$ cat src/rtl/core/wsg_ram.sv
// Generic single-write, single-read RAM with registered read data.
`default_nettype none

module wsg_ram #(
    parameter int WIDTH = 8,
    parameter int DEPTH = 16
) (
    input  wire logic                     clk,
    input  wire logic                     we,
    input  wire logic [$clog2(DEPTH)-1:0] waddr,
    input  wire logic [WIDTH-1:0]         wdata,
    input  wire logic [$clog2(DEPTH)-1:0] raddr,
    output logic      [WIDTH-1:0]         rdata
);

    logic [WIDTH-1:0] mem [DEPTH];

    // Write port
    always_ff @(posedge clk)
    begin
        if (we)
        begin
            mem[waddr] <= wdata;
        end
    end

    // Registered read port
    always_ff @(posedge clk)
    begin
        rdata <= mem[raddr];
    end

endmodule

`default_nettype wire

$ cat config.mk
export PLATFORM = sky130hd
export DESIGN_NAME = wsg_ram
export DESIGN_NICKNAME = d
export VERILOG_FILES = /design/src/rtl/core/wsg_ram.sv
export SDC_FILE = /design/constraint.sdc
export NUM_CORES = 1
export LEC_CHECK = 0
export BUFFER_PORTS_ARGS = -buffer_cell sky130_fd_sc_hd__buf_2
export CORE_UTILIZATION = 65
export CTS_CLUSTER_DIAMETER = 150
export CTS_CLUSTER_SIZE = 14
export DETAILED_ROUTE_END_ITERATION = 16
export PLACE_DENSITY = 0.91
export RECOVER_POWER = 25
export SKIP_CTS_REPAIR_TIMING = 1
export SLEW_MARGIN = 20
export SYNTH_ARGS = -nofsm -noshare
export SYNTH_HDL_FRONTEND = slang
export SYNTH_SLANG_ARGS = --single-unit
$ cat constraint.sdc
create_clock -name clk -period 4.45 [get_ports clk]
set_input_delay 0.2225 -clock clk [delete_from_list [all_inputs] [get_ports clk]]
set_output_delay 0.2225 -clock clk [all_outputs]
set_load 0.01 [all_outputs]
==> results.txt, run 1 <==
Average wire per standard cell - 27.2 um
IO Count - 26
Maximum vdd drop - 0.427 mV
Crit-path max FO - 32
FMAX - 599 MHz
CP arrival - 2070 ps
Area of the die - 8280 um2
Yosys reg bits - 136
R2R depth - 3
Starting Density - 67.0%
Share of the synthesized area in the top cell type - 74.7%
Port Buffers - 25
Flop-to-flop setup slack - 3010 ps
Cell count after synthesis - 229
CP max stage delay - 750 ps
Nets - 282
Post-Syn Area per Cell - 22.5 um2
Leak - 1.97 nW
First-pass GRT wire length - 15.7 mm
TritonCTS Sinks - 136
Netlist Area Pre-Place - 5150 um2
Final GP Congestion - 0.779
Number of diodes - 0
Num CTS Buffers - 17
CTS tree - done
Worst-Margin Slew - 1010 ps
Worst path cell trace - buf_2, mux4_1, a22oi_1, nand2_1
Die boundary height - 91.0 um
Initial drt markers - 367
Layout cell share with drive strength beyond 1 - 25.3%
Clock-pin slew on the worst setup and hold paths - 60 ps
Crit share post-route - 37.5%
RR Startpoint - mem[1][3]
Pre-CTS WS - 2260 ps
FILL cells - 393
FF/Latch Area - 4000 um2
Latest clock arrival within the worst-skew pair - 530 ps
Run status - complete, no violations
Setup crit start kind - input pin
DRT Pass-1 Iters - 7
Clock Tree Buf Depth - 2
Most common cell after layout, fill and taps aside - edfxtp_1
Final Hold Viols - 0
Cell Pwr Density - 504 nW/um2
Crit path to - rdata[3]
H-tree levels - 4
Commonest non-fill, non-tap cells in the layout - 128 x edfxtp_1, 19 x buf_2, 18 x mux4_2
Initial antenna violation count - 0
Yosys top cell by area - edfxtp_1
Top cells by area, synth - edfxtp_1 75%, mux4_2 7.9%, mux4_1 7.1%, dfxtp_1 3.1%, a22oi_1 2.3%
Layout area overhead - 15.2%
FF-to-FF End - rdata[3]
DR vias/cell - 6.70
Grt ovf - 0
Setup-failing EPs final - 0
Max Slew Vio Count - 0
CTS root buffer - clkbuf_8
Area of the multi-input gates - 1070 um2
Total track usage - 28.3%
Syn Nets - 247
Vias post-DR - 2539
Maxcap violations - 0
RSZ-0062 raised after global routing - no
Core footprint - 7690 um2
Pin count of the biggest net entering global routing - 33
Crit path kind - in -> reg
Required @ worst endpoint - 4850 ps
Yosys cell types - 19
ANT nets after route - 0
Fin Hold WS - 97.7 ps
Worst Skew - 5.92 ps
Clock period minus worst slack - 1670 ps
Min setup slack post-route - 2780 ps
Final core utilization - 77.1%
Critical Path Source - raddr[0]
Worst hold path type - in -> reg
Die X - 91.0 um
Drt total wl - 10.3 mm
Placed wire-length estimate - 5.91 mm
Fin Setup TNS - 0 ps
Row count - 32
Worst slew margin - 32.5%
Seq/Total Area, Yosys - 77.8%
Yosys Warn Count - 0
Vias in the first global route - 2614
DRC violation count after routing - 0
CP Capture Type - flop
Critical-path top delay cell - buf_2
-- state kept, by name, summed over array words and instances, names as in the netlist --
register and count:
mem 128, rdata 8
-- per-layer routing --
metal / vias to the layer above / track usage [%] / share of wire [%]
li1: 1047 / - / -
met1: 1293 / 38.8 / 39
met2: 174 / 43.7 / 50
met3: 25 / 8.21 / 8.6
met4: 0 / 11.9 / 2.6
met5: - / 0 / 0
-- cell type report --
class | instances | area share [%]
Clock buffer | 18 | 7.05
Clock inverter | 14 | 3.06
Multi-Input combinational cell | 83 | 18.1
Sequential cell | 136 | 67.5
Tap cell | 102 | 2.15
Timing Repair Buffer | 26 | 2.11
-- kinds of logic after synthesis --
family | count (synthesis) | synth area share (%)
flip-flops | 136 | 77.8
AND/OR/NAND/NOR | 35 | 3.18
multiplexers | 32 | 15.0
AO/OA/AOI/OAI | 16 | 2.33
buffers and inverters | 10 | 1.68
-- synth_stat cells --
library cell	instances
a22oi_1	16
and2_1	1
and2b_1	1
buf_2	3
buf_4	1
buf_6	3
clkdlybuf4s25_2	3
dfxtp_1	8
edfxtp_1	128
mux4_1	14
mux4_2	18
nand2_1	9
nand2b_1	2
nand3_1	1
nand3b_1	2
nor2_1	13
nor2b_1	1
nor3_1	4
or3b_2	1
-- how the worst min path moves through the flow --
stage               cells past startpoint          to  startpoint  slack (ps)
floorplan                               0   mem[0][0]    wdata[0]         320
global placement                        1   mem[6][3]    wdata[3]         600
detailed placement                      1    rdata[3]    rdata[3]         620
CTS                                     1   mem[1][6]    wdata[6]          60
global route                            1  mem[15][0]    wdata[0]         110
finish                                  1   mem[5][4]    wdata[4]         100
-- power breakdown --
group	leakage (nW)	total [mW]	switching, mW	internal, mW
sequential	1.22	1.44	0.00944	1.43
combinational	0.463	0.128	0.0777	0.0504
clock	0.283	1.42	0.514	0.902
-- critical path, delay by kind of cell --
kind	cells	cell delay [ps]
AND/OR/NAND/NOR	1	110
multiplexers	1	680
AO/OA/AOI/OAI	1	280
buffers and inverters	1	750
-- stage by stage --
| stage | power, mW | std cells | instance area [um2] |
|---|---|---|---|
| after global routing | 3.06 | 379 | 5930 |
| after floorplan | 1.54 | 229 | 5150 |
| after CTS | 2.99 | 379 | 5940 |
| final | 2.99 | 379 | 5930 |
| after global placement | 1.59 | 347 | 5330 |
| after detailed placement | 1.60 | 347 | 5340 |
(Power assumes the default switching activity.)
==> run 2: changes to the inputs <==
--- a/config.mk
+++ b/config.mk
@@ -6,11 +6,11 @@
 export NUM_CORES = 1
 export LEC_CHECK = 0
 export BUFFER_PORTS_ARGS = -buffer_cell sky130_fd_sc_hd__buf_2
-export CORE_UTILIZATION = 65
+export CORE_UTILIZATION = 60
 export CTS_CLUSTER_DIAMETER = 150
 export CTS_CLUSTER_SIZE = 14
 export DETAILED_ROUTE_END_ITERATION = 16
-export PLACE_DENSITY = 0.91
+export PLACE_DENSITY = 0.85
 export RECOVER_POWER = 25
 export SKIP_CTS_REPAIR_TIMING = 1
 export SLEW_MARGIN = 20
==> constraint.sdc (replaced) <==
create_clock -name clk -period 1.6 [get_ports clk]
set_input_delay 0.08 -clock clk [delete_from_list [all_inputs] [get_ports clk]]
set_output_delay 0.08 -clock clk [all_outputs]
set_load 0.01 [all_outputs]
==> run 2 against run 1 <==
Effect of this change: count of clock-buffer cells in the layout is 2 higher; wire length is 3.4% lower; cell count is 8.7% higher; worst setup slack worse by 2600 ps; combinational power grew to 3.1 times the previous value; sequential share of layout area is 2.8 points lower; clock skew is 1.8 ps lower; register-to-register slack worse by 2800 ps; utilization is 2.2 points lower.
==> results.txt, run 2 (synthesized netlist as in run 1, its figures left out) <==
Run status - complete, no violations
Hold path cells - 4 (+3)
Met2 usage - 39.7% (-3.9 points)
Placed Area - 5530 um2 (+3.6%)
Commonest non-fill, non-tap cells in the layout - 128 x edfxtp_1, 21 x buf_2, 18 x mux4_2
CTS tree - done
Fin Setup TNS - 0 ps (unchanged)
R2R depth - 3 (unchanged)
Clock Tree Buf Depth - 2 (unchanged)
Die boundary height - 94.6 um (+4.0%)
Final instance count without filler cells - 412 (+8.7%)
GRT met1 Usage - 33.3% (-5.6 points)
Final GP Congestion - 0.726 (-6.8%)
Drt total wl - 9.95 mm (-3.4%)
Required @ worst endpoint - 1990 ps (-2860 ps)
DR vias/cell - 6.21 (-7.4%)
First-pass GRT wire length - 14.9 mm (-5.1%)
Top reg by flops - mem
Num CTS Buffers - 17 (unchanged)
Clock-pin slew on the worst setup and hold paths - 60 ps (about the same)
Worst-Margin Slew - 665 ps (-347 ps)
Area of the die - 8950 um2 (+8.1%)
Clock period minus worst slack - 1410 ps
DRC violation count after routing - 0 (unchanged)
CP arrival - 1790 ps (-280 ps)
Port Buffers - 25 (unchanged)
RSZ-0062 raised after global routing - no
Worst Hold End - rdata[3]
Nets - 312 (+11%)
Leak - 2.11 nW (+7.4%)
Worst slew margin - 55.7% (+23 points)
Placed wire-length estimate - 5.97 mm (+0.97%)
FMAX - 711 MHz
Row count - 33 (+3.1%)
Final Hold Viols - 0 (unchanged)
Largest register FFs - 128 (unchanged)
Die X - 94.6 um (+4.0%)
Latest clock arrival within the worst-skew pair - 510 ps (-20 ps)
Pin count of the biggest net entering global routing - 33 (unchanged)
Core footprint - 8260 um2 (+7.4%)
Total Power - 8.39 mW (+180%)
Cell Pwr Density - 1360 nW/um2 (+170%)
Most common cell after layout, fill and taps aside - edfxtp_1
Starting Density - 62.3% (-4.6 points)
Maximum vdd drop - 0.751 mV (+76%)
Flop-to-flop setup slack - 190 ps (-2820 ps)
FILL cells - 467 (+19%)
Met3 GRT Util - 5.56% (-2.7 points)
Total track usage - 25.0% (-3.4 points)
Grt ovf - 0 (unchanged)
Worst Skew - 4.13 ps (-1.79 ps)
Setup crit start kind - flop
Worst hold path type - in -> reg
ANT nets after route - 0 (unchanged)
CP Capture Type - flop
H-tree levels - 4 (unchanged)
FF/Latch Area - 4000 um2 (unchanged)
Vias post-DR - 2557 (+0.71%)
Area of the multi-input gates - 1060 um2 (-1.4%)
TritonCTS Sinks - 136 (unchanged)
Crit share post-route - 87.9%
Finished Cell Area - 6190 um2 (+4.3%)
Cell count after placement - 372 (+7.2%)
IO Count - 26 (unchanged)
RR Startpoint - mem[1][3]
DRT Pass-1 Iters - 5 (-2)
Fin Hold WS - 126 ps (+28.7 ps)
Number of diodes - 0 (unchanged)
Initial drt markers - 218 (-41%)
FF-to-FF End - rdata[3]
Largest regs - mem (128), rdata (8)
Max Slew Vio Count - 0 (unchanged)
GR peak layer - met2
Crit path kind - reg -> reg
Maxcap violations - 0 (unchanged)
Average wire per standard cell - 24.2 um (-11%)
CTS root buffer - clkbuf_8
Hold_sp - raddr[2]
Initial antenna violation count - 0 (unchanged)
Layout area overhead - 20.2%
Setup-failing EPs final - 0 (unchanged)
Layout cell share with drive strength beyond 1 - 26.1% (+0.79 points)
Vias in the first global route - 2541 (-2.8%)
Crit-path max FO - 1 (-97%)
run 2: power by group:
part	switching [mW]	internal [mW]
logic	0.221	0.177
clock network	1.33	2.65
registers	0.0238	3.99
total	1.57	6.82
run 2: layer usage:
metal  vias to the layer above  wire, um
li1                       1102         -
met4                         0        96
met1                      1360      4180
met2                        88      5220
met5                         -         0
met3                         7       463
run 2: layout make-up:
class / count / share of cell area, %
multi-input cells: 83 / 17.1
clock buffers: 20 / 6.88
flip-flops and latches: 136 / 64.7
clock inverters: 12 / 2.91
well taps: 105 / 2.12
repair buffers: 56 / 6.27
run 2: critical path, stage by stage, from the launching register on:
cell,delay (ps)
edfxtp_1,350
mux4_1,520
a22oi_1,310
nand2_1,100
run 2: worst max-delay path by stage:
stage,cells past startpoint,to,startpoint
final,3,rdata[3],mem[1][3]
after global routing,3,rdata[3],mem[2][3]
after CTS,3,rdata[3],mem[1][3]
after detailed placement,5,rdata[3],raddr[0]
after global placement,5,rdata[3],raddr[0]
after floorplan,2,mem[0][0],waddr[2]
run 2: per-stage QoR:
stage | utilization (%) | worst slack (ps)
after floorplan | - | 27.1
after detailed placement | 66.9 | 129
after global placement | 66.9 | 125
after global routing | 74.9 | 141
final | 74.9 | 194
after CTS | 74.3 | 186
==> run 3: changes to the inputs <==
--- a/config.mk
+++ b/config.mk
@@ -6,12 +6,14 @@
 export NUM_CORES = 1
 export LEC_CHECK = 0
 export BUFFER_PORTS_ARGS = -buffer_cell sky130_fd_sc_hd__buf_2
-export CORE_UTILIZATION = 60
+export CORE_UTILIZATION = 48
 export CTS_CLUSTER_DIAMETER = 150
 export CTS_CLUSTER_SIZE = 14
 export DETAILED_ROUTE_END_ITERATION = 16
-export PLACE_DENSITY = 0.85
+export PLACE_DENSITY = 0.72
 export RECOVER_POWER = 25
+export REMOVE_ABC_BUFFERS = 1
+export SETUP_SLACK_MARGIN = 0.2
 export SKIP_CTS_REPAIR_TIMING = 1
 export SLEW_MARGIN = 20
 export SYNTH_ARGS = -nofsm -noshare
==> run 3 against run 2 <==
Effect of this change: combinational power fell by 3%; first-iteration DRC count fell by 25%; cell count rose by 6.8%; die area rose by 24%; highest routed layer unchanged.
==> results.txt, run 3 (synthesized netlist as in run 1, its figures left out) <==
Most common cell after layout, fill and taps aside - edfxtp_1
Core footprint - 10400 um2 (+26%)
Total track usage - 18.6% (-6.3 points)
Area of the multi-input gates - 1060 um2 (unchanged)
Max Slew Vio Count - 0 (unchanged)
First-pass GRT wire length - 14.4 mm (-3.5%)
Required @ worst endpoint - 2000 ps (about the same)
GR peak layer - met2
Worst path cell trace - mux4_1, a22oi_1, nand2_1
Clock-pin slew on the worst setup and hold paths - 60 ps (about the same)
Part of the power in combinational logic - 4.6% (about the same)
Met2 usage - 28.5% (-11 points)
Leak - 2.11 nW (-0.45%)
Row count - 37 (+12%)
CP Capture Type - flop
FILL cells - 766 (+64%)
Top reg by flops - mem
FF/Latch Area - 4000 um2 (unchanged)
Psw - 1.61 mW (+2.5%)
CP arrival - 1720 ps (-70 ps)
CP max stage delay - 560 ps (+40 ps)
Switching power share of the total - 19.1% (+0.37 points)
DRC violation count after routing - 0 (unchanged)
Maxcap violations - 0 (unchanged)
Cell count after placement - 401 (+7.8%)
Fin Setup TNS - 0 ps (unchanged)
Min setup slack post-route - 281 ps (+86.9 ps)
GRT met1 Usage - 25.5% (-7.7 points)
Worst-Margin Slew - 613 ps (-52.2 ps)
Fin Hold WS - 128 ps (+1.26 ps)
Area of the die - 11100 um2 (+24%)
Initial drt markers - 163 (-25%)
Nets - 310 (-0.64%)
RSZ-0062 raised after global routing - no
Crit share post-route - 82.4% (-5.4 points)
Crit path kind - reg -> reg
Port Buffers - 25 (unchanged)
Grt ovf - 0 (unchanged)
Setup crit start kind - flop
TritonCTS Sinks - 136 (unchanged)
Cell Int Power - 6.82 mW (about the same)
Worst hold path type - in -> reg
Largest regs - mem (128), rdata (8)
Clock Tree Buf Depth - 2 (unchanged)
Layout area overhead - 20.8%
DRT Pass-1 Iters - 4 (-1)
CTS root buffer - clkbuf_8
Crit-path max FO - 1 (unchanged)
Final Hold Viols - 0 (unchanged)
Latest clock arrival within the worst-skew pair - 510 ps (about the same)
Cell Pwr Density - 1360 nW/um2 (about the same)
CTS tree - done
Starting Density - 49.6% (-13 points)
Clock Power Share - 47.9% (+0.4 points)
Clock period minus worst slack - 1320 ps (-86.9 ps)
Num CTS Buffers - 17 (unchanged)
Layout cell share with drive strength beyond 1 - 27.3% (+1.2 points)
Total Power - 8.44 mW (+0.53%)
Vias post-DR - 2458 (-3.9%)
FMAX - 758 MHz (+6.6%)
Run status - complete, no violations
Met3 GRT Util - 5.81% (+0.26 points)
ANT nets after route - 0 (unchanged)
Worst Skew - 8.86 ps (+4.73 ps)
Initial antenna violation count - 0 (unchanged)
Final GP Congestion - 0.705 (-2.9%)
Drt total wl - 9.28 mm (-6.7%)
Die X - 106 um (+12%)
Critical-path top delay cell - mux4_1
IO Count - 26 (unchanged)
Commonest non-fill, non-tap cells in the layout - 128 x edfxtp_1, 23 x buf_2, 18 x mux4_2
Die boundary height - 106 um (+12%)
H-tree levels - 4 (unchanged)
Final instance count without filler cells - 440 (+6.8%)
Vias in the first global route - 2565 (+0.94%)
Maximum vdd drop - 0.718 mV (-4.4%)
Number of diodes - 0 (unchanged)
Pre-CTS WS - 109 ps (-19.5 ps)
Setup-failing EPs final - 0 (unchanged)
Worst slew margin - 59.1% (+3.5 points)
DR vias/cell - 5.59 (-10%)
Pin count of the biggest net entering global routing - 33 (unchanged)
Placed wire-length estimate - 5.83 mm (-2.3%)
Largest register FFs - 128 (unchanged)
Flop pwr share - 47.6% (-0.2 points)
Average wire per standard cell - 21.1 um (-13%)
[run 3: cell types whose count changed in the layout (fill, tap and decap cells not counted)]
cell	before	now
clkinv_1	6	3
clkbuf_1	13	10
clkinv_2	0	1
clkinv_4	0	2
clkinvlp_4	1	3
buf_4	14	10
buf_2	21	23
[run 3: area by class of cell]
cell class | instances | share of cell area [%]
clock buffers | 17 | 6.66
repair buffers | 54 | 5.91
flip-flops and latches | 136 | 64.4
clock inverters | 14 | 3.32
multi-input cells | 83 | 17.0
well taps | 136 | 2.74
[run 3: final timing paths]
| path | to | cells past startpoint | start | slack (ps) |
|---|---|---|---|---|
| max | rdata[3] | 3 | mem[5][3] | 280 |
| max reg2reg | rdata[3] | 3 | mem[5][3] | 280 |
| min reg2reg | rdata[5] | 3 | mem[8][5] | 690 |
| min | mem[0][5] | 3 | waddr[1] | 130 |
[run 3: metal layers]
| layer | share of wire, % | wire (um) | up-vias |
|---|---|---|---|
| met5 | 0 | 0 | - |
| met2 | 49 | 4590 | 72 |
| met4 | 0.83 | 77 | 0 |
| li1 | - | - | 1101 |
| met3 | 5.2 | 485 | 9 |
| met1 | 45 | 4130 | 1276 |
[run 3: power by group through the flow]
stage                     clock, mW  combinational (mW)  sequential, mW
after floorplan                   0               0.160            4.09
final                          4.04               0.386            4.01
after global routing           4.25               0.417            4.02
after CTS                      4.08               0.380            4.01
after detailed placement          0               0.378            4.08
after global placement            0               0.366            4.08
[run 3: critical path, delay by kind of cell, from the launching register on]
kind,cells,cell delay [ps]
DFF,1,370
muxes,1,560
AOI/OAI and AO/OA,1,200
and+or+nand+nor,1,80
[run 3: metrics by stage]
stage,cell area [um2],utilization [%]
after global placement,5550,53.5
after detailed placement,5550,53.5
final,6220,60.0
after CTS,6170,59.5
after floorplan,5060,-
after global routing,6220,60.0
