### config.mk
export PLATFORM = sky130hd
export DESIGN_NAME = wsg_div
export DESIGN_NICKNAME = d
export VERILOG_FILES = /design/src/rtl/core/wsg_pkg.sv /design/src/rtl/core/wsg_div.sv
export SDC_FILE = /design/constraint.sdc
export NUM_CORES = 1
export LEC_CHECK = 0
export BUFFER_PORTS_ARGS = -buffer_cell sky130_fd_sc_hd__buf_2
export CORE_ASPECT_RATIO = 1.1
export CORE_MARGIN = 2
export CORE_UTILIZATION = 55
export CTS_BUF_LIST = sky130_fd_sc_hd__clkbuf_8
export CTS_CLUSTER_DIAMETER = 40
export DETAILED_ROUTE_END_ITERATION = 16
export HOLD_SLACK_MARGIN = 0.15
export PLACE_DENSITY = 0.81
export SYNTH_ARGS = -nofsm -noshare
export SYNTH_HDL_FRONTEND = slang
export SYNTH_SLANG_ARGS = --single-unit
### constraint.sdc
create_clock -name clk -period 3.6 [get_ports clk]
set_input_delay 0.36 -clock clk [delete_from_list [all_inputs] [get_ports clk]]
set_output_delay 0.36 -clock clk [all_outputs]
set_load 0.1 [all_outputs]
### src/rtl/core/wsg_pkg.sv
// Shared types, constants and helpers of the five-channel wavetable sound generator.
`default_nettype none

package wsg_pkg;

    localparam int CHANNELS   = 5;
    localparam int WAVE_LEN   = 32;
    localparam int WAVE_DEPTH = 160;
    localparam int CTL_DEPTH  = 16;
    localparam int MAX_RES    = 9;
    localparam int WAVE_AW    = $clog2(WAVE_DEPTH);
    localparam int CH_AW      = $clog2(CHANNELS);
    localparam int IDX_W      = $clog2(WAVE_LEN);

    // Serial divider geometry: widest case is (cpu_clock_hz << 16) / sample_rate
    localparam int DIV_NW = 39;
    localparam int DIV_DW = 17;
    localparam int DIV_CW = $clog2(DIV_NW + 1);

    // Request function codes
    localparam logic [2:0] FUNC_CWR  = 3'd0;
    localparam logic [2:0] FUNC_PWR  = 3'd1;
    localparam logic [2:0] FUNC_CRD  = 3'd2;
    localparam logic [2:0] FUNC_PRD  = 3'd3;
    localparam logic [2:0] FUNC_TICK = 3'd4;

    // Configuration register indexes
    localparam logic [2:0] CFG_RATE  = 3'd0;
    localparam logic [2:0] CFG_CLK   = 3'd1;
    localparam logic [2:0] CFG_GAIN  = 3'd2;
    localparam logic [2:0] CFG_CHIP  = 3'd3;
    localparam logic [2:0] CFG_OUTEN = 3'd4;
    localparam logic [2:0] CFG_PLUS  = 3'd5;
    localparam logic [2:0] CFG_GATE  = 3'd6;
    localparam int CFG_DW = 23;

    // Reset values
    localparam logic [16:0] RATE_RST  = 17'd44100;
    localparam logic [22:0] CLK_RST   = 23'd3579545;
    localparam logic [8:0]  GAIN_RST  = 9'd150;
    localparam logic [31:0] SCALE_RST = 32'((64'd3579545 << 16) / 64'd44100);

    // Address map
    localparam logic [7:0] ADDR_CLASSIC_LIM = 8'h80;
    localparam logic [7:0] ADDR_WAVE_LIM    = 8'hA0;
    localparam logic [7:0] ADDR_CTL_LIM     = 8'hB0;
    localparam logic [7:0] ADDR_MIRROR_LIM  = 8'hC0;
    localparam logic [7:0] ADDR_CLASSIC_TOP = 8'hE0;
    localparam logic [7:0] ADDR_PLUS_OFS    = 8'h20;
    localparam logic [7:0] ADDR_MIRROR_OFS  = 8'h10;
    localparam logic [7:0] READ_UNMAPPED    = 8'hFF;
    localparam logic [3:0] CTL_ENABLE       = 4'd15;
    localparam logic [3:0] CTL_VOL_BASE     = 4'd10;
    localparam logic [3:0] CTL_PERIOD_LAST  = 4'd9;
    localparam int         GATE_BIT         = 5;

    // Audio constants
    // Divide by 100: ceil(2^33 / 100), exact for magnitudes below 2^30
    localparam logic [26:0]        GAIN_RECIP   = 27'd85899346;
    localparam int                 GAIN_SHIFT   = 33;
    localparam logic signed [13:0] DC_COEF      = 14'sd8110;
    localparam int                 DC_SHIFT     = 13;
    localparam logic signed [31:0] SAT_HI       = 32'sd32767;
    localparam logic signed [31:0] SAT_LO       = -32'sd32768;

    localparam logic [7:0] BASE_PLUS [CHANNELS] = '{8'd0, 8'd32, 8'd64, 8'd96, 8'd128};
    localparam logic [7:0] BASE_CLASSIC_LAST    = 8'd96;

    typedef struct packed {
        logic [2:0] func;
        logic [7:0] address;
        logic [7:0] write_data;
        logic [7:0] cycles;
    } in_item_t;

    typedef struct packed {
        logic               is_read;
        logic [7:0]         read_data;
        logic signed [15:0] sample;
        logic               last;
    } out_item_t;

    typedef struct packed {
        logic              start;
        logic [DIV_NW-1:0] dividend;
        logic [DIV_DW-1:0] divisor;
    } div_req_t;

    typedef struct packed {
        logic              busy;
        logic              done;
        logic [DIV_NW-1:0] quotient;
    } div_rsp_t;

    typedef enum logic [4:0] {
        ST_IDLE,
        ST_SWAIT,
        ST_PLO,
        ST_PHI,
        ST_PWAIT,
        ST_RD,
        ST_TCHK,
        ST_RSTART,
        ST_RCH,
        ST_RPH,
        ST_RW0,
        ST_RW1,
        ST_RACC,
        ST_GAIN,
        ST_GDIV,
        ST_GWAIT,
        ST_DC1,
        ST_DC2,
        ST_EMIT
    } wsg_state_t;

    // Start of a channel's table; classic layout shares the fourth table
    function automatic logic [7:0] wave_base(input logic [CH_AW-1:0] ch, input logic plus);
        logic [7:0] b;
        b = BASE_PLUS[ch];
        if (!plus && ch == CH_AW'(CHANNELS - 1))
        begin
            b = BASE_CLASSIC_LAST;
        end
        return b;
    endfunction

endpackage

`default_nettype wire

### src/rtl/core/wsg_div.sv
// Shared restoring divider, one quotient bit per cycle.
`default_nettype none

module wsg_div
    import wsg_pkg::*;
(
    input  wire logic     clk,
    input  wire logic     rst_n,
    input  wire div_req_t req,
    output div_rsp_t      rsp
);

    logic              busy_reg, busy_next;
    logic              done_reg, done_next;
    logic [DIV_CW-1:0] cnt_reg, cnt_next;
    logic [DIV_DW-1:0] rem_reg, rem_next;
    logic [DIV_DW-1:0] dvs_reg, dvs_next;
    logic [DIV_NW-1:0] quo_reg, quo_next;

    // Shift in one dividend bit, subtract when the partial remainder allows
    always_comb
    begin
        logic [DIV_DW:0] sh;
        logic            ge;
        sh        = {rem_reg, quo_reg[DIV_NW-1]};
        ge        = sh >= {1'b0, dvs_reg};
        busy_next = busy_reg;
        done_next = 1'b0;
        cnt_next  = cnt_reg;
        rem_next  = rem_reg;
        dvs_next  = dvs_reg;
        quo_next  = quo_reg;
        if (busy_reg)
        begin
            rem_next = ge ? DIV_DW'(sh - {1'b0, dvs_reg}) : sh[DIV_DW-1:0];
            quo_next = {quo_reg[DIV_NW-2:0], ge};
            cnt_next = cnt_reg + 1'b1;
            if (cnt_reg == DIV_CW'(DIV_NW - 1))
            begin
                busy_next = 1'b0;
                done_next = 1'b1;
            end
        end
        else if (req.start)
        begin
            busy_next = 1'b1;
            cnt_next  = '0;
            rem_next  = '0;
            dvs_next  = req.divisor;
            quo_next  = req.dividend;
        end
    end

    always_ff @(posedge clk or negedge rst_n)
    begin
        if (!rst_n)
        begin
            busy_reg <= 1'b0;
            done_reg <= 1'b0;
            cnt_reg  <= '0;
        end
        else
        begin
            busy_reg <= busy_next;
            done_reg <= done_next;
            cnt_reg  <= cnt_next;
        end
    end

    always_ff @(posedge clk)
    begin
        rem_reg <= rem_next;
        dvs_reg <= dvs_next;
        quo_reg <= quo_next;
    end

    assign rsp.busy     = busy_reg;
    assign rsp.done     = done_reg;
    assign rsp.quotient = quo_reg;

endmodule

`default_nettype wire

==> metrics list, run 1 <==
- Fraction of final layout cells sized beyond drive strength 1: 0.366
* Worst-case headroom to the max-slew limit: 0.448
* Final Routed Wirelength: 9260 microns
- Maximum capacitance violations: 0
- Final max-slew violation count: 0
- Outcome: complete, no violations
* CTS hold repair buffers: 1
- Area contributors post-synth: sky130_fd_sc_hd__edfxtp_1 51%, sky130_fd_sc_hd__mux2_2 10%, sky130_fd_sc_hd__ha_1 5.6%
* TritonCTS clock tree: built
* Cells resized by post-CTS repair: 0
- Number of enable-type register cells in the synthesized netlist: 73
- Net count, final: 533
* Fill cells: 572
- Initial core utilization: 0.570
* Crit-path max FO: 17
- Number of detailed-routing iterations run before antenna repair: 5
* Pin slew with the least headroom to its limit: 0.827 ns
* Average instance area after synthesis: 12.0 sq um
* Maximum achievable frequency: 344 MHz
- Setup violations remaining at the end of the flow were counted as 0.
- The worst setup path is launched from a flip-flop.
- The worst hold path terminates at dvs_reg[5].
- Largest net degree at the start of global routing: 53
- The synthesized netlist occupies a cell area of 4260 sq um.
* Core Rows: 33
- The Yosys step of the flow raised 0 warnings.
* Combined area of the multi-input logic cells: 1670 sq um
- Die Area: 8470 sq um
* Total Routing Usage GR: 0.233
* Post CTS Setup Buffer Count: 0
- Die extent in y: 96.3 microns
* Clock Pin Slew Worst Setup and Hold Paths: 0.09 ns
- Unrepaired setup endpoints after global routing: no
- The first global-routing pass estimated 14900 microns of wire.
- Root buffer cell: sky130_fd_sc_hd__clkbuf_8
- Final Hold Fails: 0
* Library cells used by synthesis: 50
* Total number of vias: 3096
* Worst R2R End: rem_reg[15]
* Min-Delay Startpoint: req[5]
- In this run, synthesis produced a sequential element count of 81.
- Drt initial violations: 225
- The via count of the first global-routing pass was 3142.
- The number of antenna violations at the first check in global routing was 0.
- For the worst setup path, the data arrival time is 3.00 ns.
- GRT Residual Overflow: 0
- Clock tree synthesis found a total of 81 sinks.
- The clock reaches the later pin of the worst-skew pair after 0.35 ns.
- Flip-flop count of the largest register after layout: 39
- Required time reported for the critical path endpoint: 3.70 ns
- Worst setup slack for register-to-register paths: 0.69 ns
- Routability congestion estimate: 0.922
- The worst register-to-register path has a depth of 11.
- Number of nets produced by synthesis: 434
* HPWL after detailed placement: 6620 microns
- Async set-reset flop share out of synthesis: 0.0988
* Post-DR wirelength/cell: 16.4 microns
* Register Area: 2390 sq um
- Along the worst hold path, the cell count comes to 1.
- Counting along the longest clock path gives a buffer depth of 2.
* Period minus WS final: 2.91 ns
- Drt via density: 5.49
- After detailed routing, the number of remaining DRC violations is 0.
- The clock tree synthesis step divided the H-tree into 3 levels.
- The count of buffers added on input and output ports is 99.
- Final Cycle Share: 0.807
- In this run the count of I/O pins placed on the die edge is 100.
- The worst register-to-register path begins at quo_reg[38].
* Sum of negative setup slack: 0 ns
- Clock skew: 0.0146 ns
* Top flip-flop cell by instance count after synthesis: sky130_fd_sc_hd__edfxtp_1
* Sequential element share of the synthesized area: 0.562
- By startpoint and endpoint, the worst setup path is classified as reg2reg.
* Cells after Synth: 355
- Total clock buffers created by CTS: 9
- The min-delay analysis places its worst path in the category in2reg.
- The repair_antennas step left the layout with diodes totalling 0.
* Routed Antenna Nets: 0
- The worst setup path is captured at a flip-flop.
- Standard cell core area: 7470 sq um
- Area leader, netlist: sky130_fd_sc_hd__edfxtp_1
- The share of synthesized area in the top cell type comes to 0.515.
- The area growth from synthesis to layout is 18.4%.
* Width of the chip: 87.9 microns
## cell type report
type                       count  share of cell area
clock buffer                  10              0.0273
clock inverter                 6              0.0134
inverter                      29              0.0216
multi-input combinational    229               0.331
sequential                    81               0.475
tap                          105              0.0261
timing repair buffer         104               0.106
## cells in the final DEF (no fill, tap or decap), types with 3 or more instances in the layout
cell,count
sky130_fd_sc_hd__o22ai_1,4
sky130_fd_sc_hd__xnor2_1,10
sky130_fd_sc_hd__edfxtp_1,73
sky130_fd_sc_hd__clkbuf_8,10
sky130_fd_sc_hd__dfrtp_1,7
sky130_fd_sc_hd__ha_1,19
sky130_fd_sc_hd__nand2_1,39
sky130_fd_sc_hd__nor2_1,12
sky130_fd_sc_hd__buf_4,4
sky130_fd_sc_hd__o21ai_0,16
sky130_fd_sc_hd__a31oi_1,3
sky130_fd_sc_hd__or3_1,3
sky130_fd_sc_hd__o21ai_1,3
sky130_fd_sc_hd__a21oi_1,29
sky130_fd_sc_hd__and2_1,3
sky130_fd_sc_hd__a21o_1,4
sky130_fd_sc_hd__buf_2,99
sky130_fd_sc_hd__inv_1,28
sky130_fd_sc_hd__nand3_1,7
sky130_fd_sc_hd__mux2_2,38
sky130_fd_sc_hd__o31ai_1,3
## worst max path at each step
stage	start	endpoint	slack [ns]	cells past startpoint
final	quo_reg[38]	rem_reg[15]	0.69	11
after floorplan	quo_reg[38]	rem_reg[16]	0.46	10
after CTS	quo_reg[38]	rem_reg[15]	0.71	11
after global routing	quo_reg[38]	rem_reg[16]	0.50	10
after detailed placement	quo_reg[38]	rem_reg[15]	0.71	11
after global placement	quo_reg[38]	rem_reg[16]	0.79	11
## synthesized netlist by cell type, types with 2 or more instances
cell type / n
sky130_fd_sc_hd__or3_1: 3
sky130_fd_sc_hd__a21oi_1: 29
sky130_fd_sc_hd__nand3_1: 7
sky130_fd_sc_hd__nor3_1: 2
sky130_fd_sc_hd__mux2i_1: 2
sky130_fd_sc_hd__buf_4: 3
sky130_fd_sc_hd__xnor2_1: 10
sky130_fd_sc_hd__inv_1: 28
sky130_fd_sc_hd__and3_2: 2
sky130_fd_sc_hd__buf_6: 2
sky130_fd_sc_hd__a31oi_1: 3
sky130_fd_sc_hd__a21o_1: 4
sky130_fd_sc_hd__o22ai_1: 4
sky130_fd_sc_hd__clkbuf_1: 7
sky130_fd_sc_hd__dfrtp_1: 8
sky130_fd_sc_hd__o31ai_1: 3
sky130_fd_sc_hd__and2_1: 3
sky130_fd_sc_hd__mux2_2: 38
sky130_fd_sc_hd__a211oi_2: 2
sky130_fd_sc_hd__o211ai_1: 2
sky130_fd_sc_hd__edfxtp_1: 73
sky130_fd_sc_hd__o21ai_0: 16
sky130_fd_sc_hd__nand2_1: 39
sky130_fd_sc_hd__nand4_1: 2
sky130_fd_sc_hd__ha_1: 19
sky130_fd_sc_hd__o21ai_1: 3
sky130_fd_sc_hd__o2111a_1: 2
sky130_fd_sc_hd__buf_2: 4
sky130_fd_sc_hd__nor2_1: 12
sky130_fd_sc_hd__o21a_1: 2
sky130_fd_sc_hd__a211oi_1: 2
## stage by stage
stage | utilization | hold WS, ns | instance area, sq um | setup slack, ns | cells
after detailed placement | 0.646 | 0.209 | 4830 | 0.715 | 547
after floorplan | - | 0.0644 | 4260 | 0.459 | 355
after global placement | 0.646 | 0.207 | 4830 | 0.793 | 547
after global routing | 0.675 | 0.167 | 5040 | 0.499 | 564
after CTS | 0.675 | 0.167 | 5040 | 0.708 | 564
final | 0.675 | 0.182 | 5040 | 0.695 | 564
## critical path, stage by stage (launching register included)
cell and delay, ns:
sky130_fd_sc_hd__edfxtp_1 0.42, sky130_fd_sc_hd__inv_1 0.08, sky130_fd_sc_hd__ha_1 0.16, sky130_fd_sc_hd__inv_1 0.06, sky130_fd_sc_hd__fa_1 0.41, sky130_fd_sc_hd__a21o_2 0.24, sky130_fd_sc_hd__a221o_2 0.43, sky130_fd_sc_hd__a211oi_2 0.26
sky130_fd_sc_hd__o21ai_1 0.17, sky130_fd_sc_hd__buf_4 0.24, sky130_fd_sc_hd__nand2_1 0.11, sky130_fd_sc_hd__o32ai_1 0.10
## logic make-up after synthesis
kind of cell | synth area share
fa+ha+maj | 0.0605
simple gates | 0.0840
xor+xnor | 0.0206
mux | 0.105
flops | 0.562
buf+inv | 0.0470
compound gates | 0.121
## per-layer routing
metal	global-route usage	share of wire	vias up
met1	0.282	0.40	1483
li1	-	-	1491
met4	0.0962	0.012	0
met2	0.384	0.50	113
met3	0.0772	0.083	9
met5	0	0	-
Power of run 1 is not shown: default switching activity piles up to over one toggle a cycle in this logic, so the estimate is an artifact.
==> run 2, diff against run 1 <==
--- a/config.mk
+++ b/config.mk
@@ -5,6 +5,7 @@
 export SDC_FILE = /design/constraint.sdc
 export NUM_CORES = 1
 export LEC_CHECK = 0
+export ABC_AREA = 1
 export BUFFER_PORTS_ARGS = -buffer_cell sky130_fd_sc_hd__buf_2
 export CORE_ASPECT_RATIO = 1.1
 export CORE_MARGIN = 2
@@ -13,7 +14,7 @@
 export CTS_CLUSTER_DIAMETER = 40
 export DETAILED_ROUTE_END_ITERATION = 16
 export HOLD_SLACK_MARGIN = 0.15
-export PLACE_DENSITY = 0.81
+export PLACE_DENSITY = 0.8
 export SYNTH_ARGS = -nofsm -noshare
 export SYNTH_HDL_FRONTEND = slang
 export SYNTH_SLANG_ARGS = --single-unit
==> constraint.sdc (replaced) <==
create_clock -name clk -period 2.9 [get_ports clk]
set_input_delay 0.29 -clock clk [delete_from_list [all_inputs] [get_ports clk]]
set_output_delay 0.29 -clock clk [all_outputs]
set_load 0.1 [all_outputs]
==> run 2 against run 1 <==
Global-route usage is 0.63 points lower. Critical path type unchanged. Flip-flop and latch count stayed put. Sequential share of layout area shrank 4.6 points. Core utilization shrank 0.11 points. Worst hold slack improved by 0.0098 ns. Highest routed layer unchanged.
==> metrics list, run 2 <==
- Leaving out fill and tap cells, the most frequent cell in the layout is sky130_fd_sc_hd__nand2_1.
- For this run, the leading register cell type out of synthesis is sky130_fd_sc_hd__edfxtp_1.
- Top cell type's share of synthesized area: 0.472
- Total number of vias: 3877
* Outcome: complete, no violations
* Final Routed Wirelength: 10200 microns
- Setup violations remaining at the end of the flow were counted as 0.
- On the final layout, the worst clock skew is 0.00971 ns.
- Sum of negative setup slack: 0 ns
- Before antenna repair, the detailed router went through 4 iterations.
- The initial utilization of the core area, before any placement, comes to 0.561.
* IO Pins: 100
* Cells resized by post-CTS repair: 0
- GRT Residual Overflow: 0
* Width of the chip: 91.6 microns
- Async set-reset flop share out of synthesis: 0.0988
* Total DRC errors in the routed layout: 0
- Routability congestion estimate: 0.901
- Required time reported for the critical path endpoint: 3.00 ns
- TritonCTS created 9 clock buffers.
- The number of antenna violations at the first check in global routing is 0.
- The H-tree was split into 3 levels.
- Net count, final: 754
* Core Rows: 35
* Area of the mapped netlist: 4640 sq um
* List of most frequent post-synthesis cells: 233 x sky130_fd_sc_hd__nand2_1, 73 x sky130_fd_sc_hd__edfxtp_1, 73 x sky130_fd_sc_hd__inv_1
- Setup crit end kind: flip-flop
- Dividing the detail-routed via count by the number of cells gives 4.90.
* Total Routing Usage GR: 0.227
- From bottom edge to top edge, the die measures 100 microns.
* TritonCTS clock tree: built
- Entering global routing, the biggest net connects 46 pins.
- After clock tree synthesis, the clock-pin slew on the worst setup and hold paths is 0.09 ns.
* Final cell count without fillers: 791
- Routed Antenna Nets: 0
- Counting tap cells, the placed design contains a total of 757 instances.
* Post-DR wirelength/cell: 12.9 microns
* # port buffers: 99
* Startpoint-to-endpoint class of the critical path: reg2reg
- Critical Path AT: 2.65 ns
- The total area inside the core boundary comes to 8280 sq um.
- In the final layout, the share of cells above drive strength 1 is 0.213.
- Averaged over all synthesized cells, the footprint is 8.30 sq um.
- Counting along the longest clock path gives a buffer depth of 2.
- The root buffer cell chosen for the clock tree is sky130_fd_sc_hd__clkbuf_8.
* Worst slack at placement: 0.359 ns
- Worst setup slack after layout: 0.351 ns
- sky130_fd_sc_hd__edfxtp_1 takes more of the synthesized area than any other cell.
- Synthesized flop and latch total: 81
- Final Cycle Share: 0.879
* Global-route wire length before repair: 16500 microns
- Pin slew with the least headroom to its limit: 0.759 ns
- Unrepaired setup endpoints after global routing: no
- The worst setup path is launched from a flip-flop.
* Number of nets produced by synthesis: 638
- In this run the worst hold path is classified as in2reg.
- Cell with the most instances after synthesis: sky130_fd_sc_hd__nand2_1
* Area growth from synthesis to final layout: 20.1%
- The layout has 659 filler cells.
- Timing would allow up to 392 MHz.
- CTS sink cnt: 81
- Cells after Synth: 559
- The register with the most flip-flops in the layout has 39 of them.
- Sequential element share of the synthesized area: 0.515
- In the layout the commonest cells are 233 x sky130_fd_sc_hd__nand2_1, 99 x sky130_fd_sc_hd__buf_2, 73 x sky130_fd_sc_hd__inv_1, 73 x sky130_fd_sc_hd__edfxtp_1, 43 x sky130_fd_sc_hd__nor2_1.
* Number of enable-type register cells in the synthesized netlist: 73
* Maximum capacitance violations: 0
- The number of failing hold endpoints at the final stage was 0.
- Ant. Diodes: 0
- Final max-slew violation count: 0
- Warnings from Yosys: 0
- Drt initial violations: 168
- The via count of the first global-routing pass was 3770.
* Period minus WS final: 2.55 ns
- Crit-path max FO: 13
- For the worst-skew pair, the clock arrives at the later sink with an insertion delay of 0.35 ns.
- Hold timing on the final database bottoms out at a slack of 0.192 ns.
- Area contributors post-synth: sky130_fd_sc_hd__edfxtp_1 47%, sky130_fd_sc_hd__nand2_1 19%, sky130_fd_sc_hd__inv_1 5.9%
* Worst-case headroom to the max-slew limit: 0.493
- The die covers 9190 sq um.
* Library cells used by synthesis: 33
* HPWL after detailed placement: 7400 microns
## run 2: final timing paths
check | startpoint | end | slack, ns | cells past startpoint
max | quo_reg[38] | quo_reg[0] | 0.35 | 14
min | req[49] | quo_reg[32] | 0.19 | 3
max reg2reg | quo_reg[38] | quo_reg[0] | 0.35 | 14
min reg2reg | cnt_reg[5] | cnt_reg[5] | 0.52 | 1
max in group asynchronous | rst_n | cnt_reg[4] | 2.43 | 2
min in group asynchronous | rst_n | cnt_reg[0] | 0.29 | 2
## run 2: metal layers
layer	vias up	global-route usage	routed length [microns]
met2	131	0.382	4860
met1	1737	0.278	4380
met3	21	0.0495	663
met4	0	0.113	284
met5	-	0	0
li1	1988	-	-
## run 2: cell type report
type                    count  area (sq um)  area share
flip-flops and latches     81          2390       0.429
multi-input cells         383          1850       0.332
repair buffers            121           718       0.129
inverters                  79           299      0.0536
well taps                 111           139      0.0249
clock buffers               9           124      0.0222
clock inverters             7          53.8     0.00965
## run 2: logic make-up (layout without fill, tap and decap cells)
kind of cell               Yosys count  count (layout)  synth area share
and+or+nand+nor                    337             337             0.307
buffers and inverters               95             216            0.0863
DFF                                 81              81             0.515
adders and majority gates           20              20            0.0555
AOI/OAI and AO/OA                   19              19            0.0229
xor gates and xnor gates             7               7            0.0132
## run 2: critical path: stages (launching register included)
cell	delay [ns]
sky130_fd_sc_hd__edfxtp_1	0.39
sky130_fd_sc_hd__inv_1	0.09
sky130_fd_sc_hd__ha_1	0.16
sky130_fd_sc_hd__inv_1	0.08
sky130_fd_sc_hd__fa_1	0.41
sky130_fd_sc_hd__nand2_1	0.11
sky130_fd_sc_hd__nand2_1	0.06
sky130_fd_sc_hd__nand3_1	0.08
sky130_fd_sc_hd__nand2_2	0.07
sky130_fd_sc_hd__nand2_1	0.07
sky130_fd_sc_hd__nand2_2	0.07
sky130_fd_sc_hd__nand2_2	0.25
sky130_fd_sc_hd__nand2_4	0.15
sky130_fd_sc_hd__inv_4	0.23
sky130_fd_sc_hd__o21ai_2	0.07
## run 2: through the flow
stage / area [sq um] / utilization
after global routing: 5580 / 0.674
after floorplan: 4640 / -
after detailed placement: 5220 / 0.630
final: 5580 / 0.674
after global placement: 5220 / 0.630
after CTS: 5580 / 0.674
## run 2: what timing repair did
| action | CTS | global route |
|---|---|---|
| endpoints found under the hold margin | 25 | 0 |
| setup endpoints to repair | 0 | 0 |
| hold buffers | 18 | 0 |
| setup buffers | 0 | 0 |
Power of run 2 is left out for the same reason.
==> run 3, diff against run 2 <==
--- a/config.mk
+++ b/config.mk
@@ -6,7 +6,7 @@
 export NUM_CORES = 1
 export LEC_CHECK = 0
 export ABC_AREA = 1
-export BUFFER_PORTS_ARGS = -buffer_cell sky130_fd_sc_hd__buf_2
+export BUFFER_PORTS_ARGS = -buffer_cell sky130_fd_sc_hd__buf_4
 export CORE_ASPECT_RATIO = 1.1
 export CORE_MARGIN = 2
 export CORE_UTILIZATION = 55
==> run 3 against run 2 <==
Worst setup slack improved by 0.059 ns. Global-route usage increased by 2.5 points. Core utilization rose by 3.7 points. Register-to-register slack improved by 0.06 ns. Largest cell class unchanged. Critical endpoint is now rem_reg[13].
==> metrics list, run 3 (synthesis gave the netlist of run 2 again) <==
- The run finished with clean final reports.
- The clock passes through at most 2 buffers.
* Min-delay worst type: in2reg
- At the end of routability-driven placement, the weighted congestion stood at 0.907.
- Width of the chip: 91.6 microns
* Final Hold Fails: 0
- The final number of max-transition violations was 0.
- The register with the most flip-flops in the layout has 39 of them.
- Period minus WS final: 2.49 ns
- The tree is rooted in a sky130_fd_sc_hd__clkbuf_8.
- Pin slew with the least headroom to its limit: 0.752 ns
- Clock-pin slew was measured on the worst setup and hold paths at 0.09 ns.
- The die covers 9190 sq um.
* TritonCTS clock tree: built
- Worst skew pair latency: 0.36 ns
- The repair_antennas step left the layout with diodes totalling 0.
* Final Cycle Share: 0.859
* Critical Path AT: 2.71 ns
* Standard cell core area: 8280 sq um
* GRT Residual Overflow: 0
- At the end of the flow, the number of nets in the layout was 754.
- Across all layers, the routed design uses 4006 vias.
- In the routed design, unresolved DRC markers number 0.
- Via count of the first global-routing pass: 4019
- Die extent in y: 100 microns
- The number of antenna violations at the first check in global routing is 0.
* Startpoint-to-endpoint class of the critical path: reg2reg
* Post-DR wirelength/cell: 14.0 microns
- HPWL after detailed placement: 7860 microns
- For the final database, setup skew stands at 0.0103 ns.
* Maximum achievable frequency: 402 MHz
- Headroom to the max-slew limit came out at 0.498.
- Leaving out fill and tap cells, the most frequent cell in the layout is sky130_fd_sc_hd__nand2_1.
* Cells resized by post-CTS repair: 0
* Sum of negative setup slack: 0 ns
- Fraction of final layout cells sized beyond drive strength 1: 0.216
* Unrepaired setup endpoints after global routing: no
* Routed Antenna Nets: 0
* Area growth from synthesis to final layout: 26.7%
- Final Routed Wirelength: 11100 microns
* Required time reported for the critical path endpoint: 3.12 ns
- Total Routing Usage GR: 0.252
* Core Rows: 35
- Setup violations remaining at the end of the flow were counted as 0.
- The library cells used most frequently in the layout, excluding fill and tap cells, are 233 x sky130_fd_sc_hd__nand2_1, 103 x sky130_fd_sc_hd__buf_4, 73 x sky130_fd_sc_hd__edfxtp_1, 72 x sky130_fd_sc_hd__inv_1, 43 x sky130_fd_sc_hd__nor2_1.
- Along the worst path, the maximum fanout reaches 13.
- The first global-routing pass estimated 18300 microns of wire.
- Total clock buffers created by CTS: 9
- Drt initial violations: 237
- Setup crit end kind: flip-flop
- The pre-antenna-repair detailed-routing pass consisted of 6 iterations.
- Largest net degree at the start of global routing: 59
- During placement, the flow inserted port buffers numbering 99.
- Worst Setup Start Kind: flip-flop
- The clock drives 81 sinks.
* Initial core utilization: 0.561
- The H-tree was split into 3 levels.
- The tool flagged a number of max-cap violations equal to 0.
- 100 I/O pins were placed.
- Using the TritonRoute via totals, the vias-per-cell ratio works out to 5.06.
## run 3: final cells by class
class	count	area (sq um)
Sequential cell	81	2390
Fill cell	601	2390
Inverter	79	299
Timing Repair Buffer	121	953
Clock buffer	9	124
Multi-Input combinational cell	383	1850
Clock inverter	7	125
Tap cell	111	139
## run 3: worst max-delay path, stage by stage, from the launching register on
cell	delay, ns
sky130_fd_sc_hd__edfxtp_1	0.41
sky130_fd_sc_hd__inv_1	0.10
sky130_fd_sc_hd__ha_1	0.17
sky130_fd_sc_hd__inv_1	0.08
sky130_fd_sc_hd__fa_1	0.40
sky130_fd_sc_hd__nand2_1	0.11
sky130_fd_sc_hd__nand2_1	0.06
sky130_fd_sc_hd__nand3_1	0.08
sky130_fd_sc_hd__nand2_2	0.07
sky130_fd_sc_hd__nand2_1	0.07
sky130_fd_sc_hd__nand2_2	0.07
sky130_fd_sc_hd__nand2_2	0.17
sky130_fd_sc_hd__nand2_4	0.13
sky130_fd_sc_hd__inv_4	0.23
sky130_fd_sc_hd__nor2_1	0.08
sky130_fd_sc_hd__nor2_1	0.11
## run 3: path summary, 6_finish.rpt
kind	to	slack, ns	cells past startpoint	from
worst min-delay path	quo_reg[22]	0.18	3	req[39]
max in group asynchronous	busy_reg	2.49	2	rst_n
worst max register to register	rem_reg[13]	0.41	15	quo_reg[38]
worst min register to register	cnt_reg[5]	0.52	1	cnt_reg[5]
worst max-delay path	rem_reg[13]	0.41	15	quo_reg[38]
min in group asynchronous	done_reg	0.28	2	rst_n
## run 3: per-stage QoR
stage / util / hold WS (ns) / area (sq um) / std cells / setup slack (ns)
floorplan: - / -0.00559 / 4640 / 559 / 0.196
global placement: 0.659 / 0.110 / 5450 / 757 / 0.555
detailed placement: 0.659 / 0.114 / 5450 / 757 / 0.434
CTS: 0.711 / 0.179 / 5880 / 791 / 0.421
global route: 0.711 / 0.178 / 5880 / 791 / 0.149
finish: 0.711 / 0.182 / 5880 / 791 / 0.410
## run 3: repair_timing
action | CTS | global route
hold buffers | 18 | 0
hold endpoints to repair | 25 | 0
setup buffers | 0 | 0
## run 3: per-layer routing
metal  GRT usage  share of wire
met5           0              0
met4      0.0862          0.021
met3      0.0728          0.080
met2       0.432           0.50
met1       0.308           0.40
Power of run 3 is left out for the same reason.
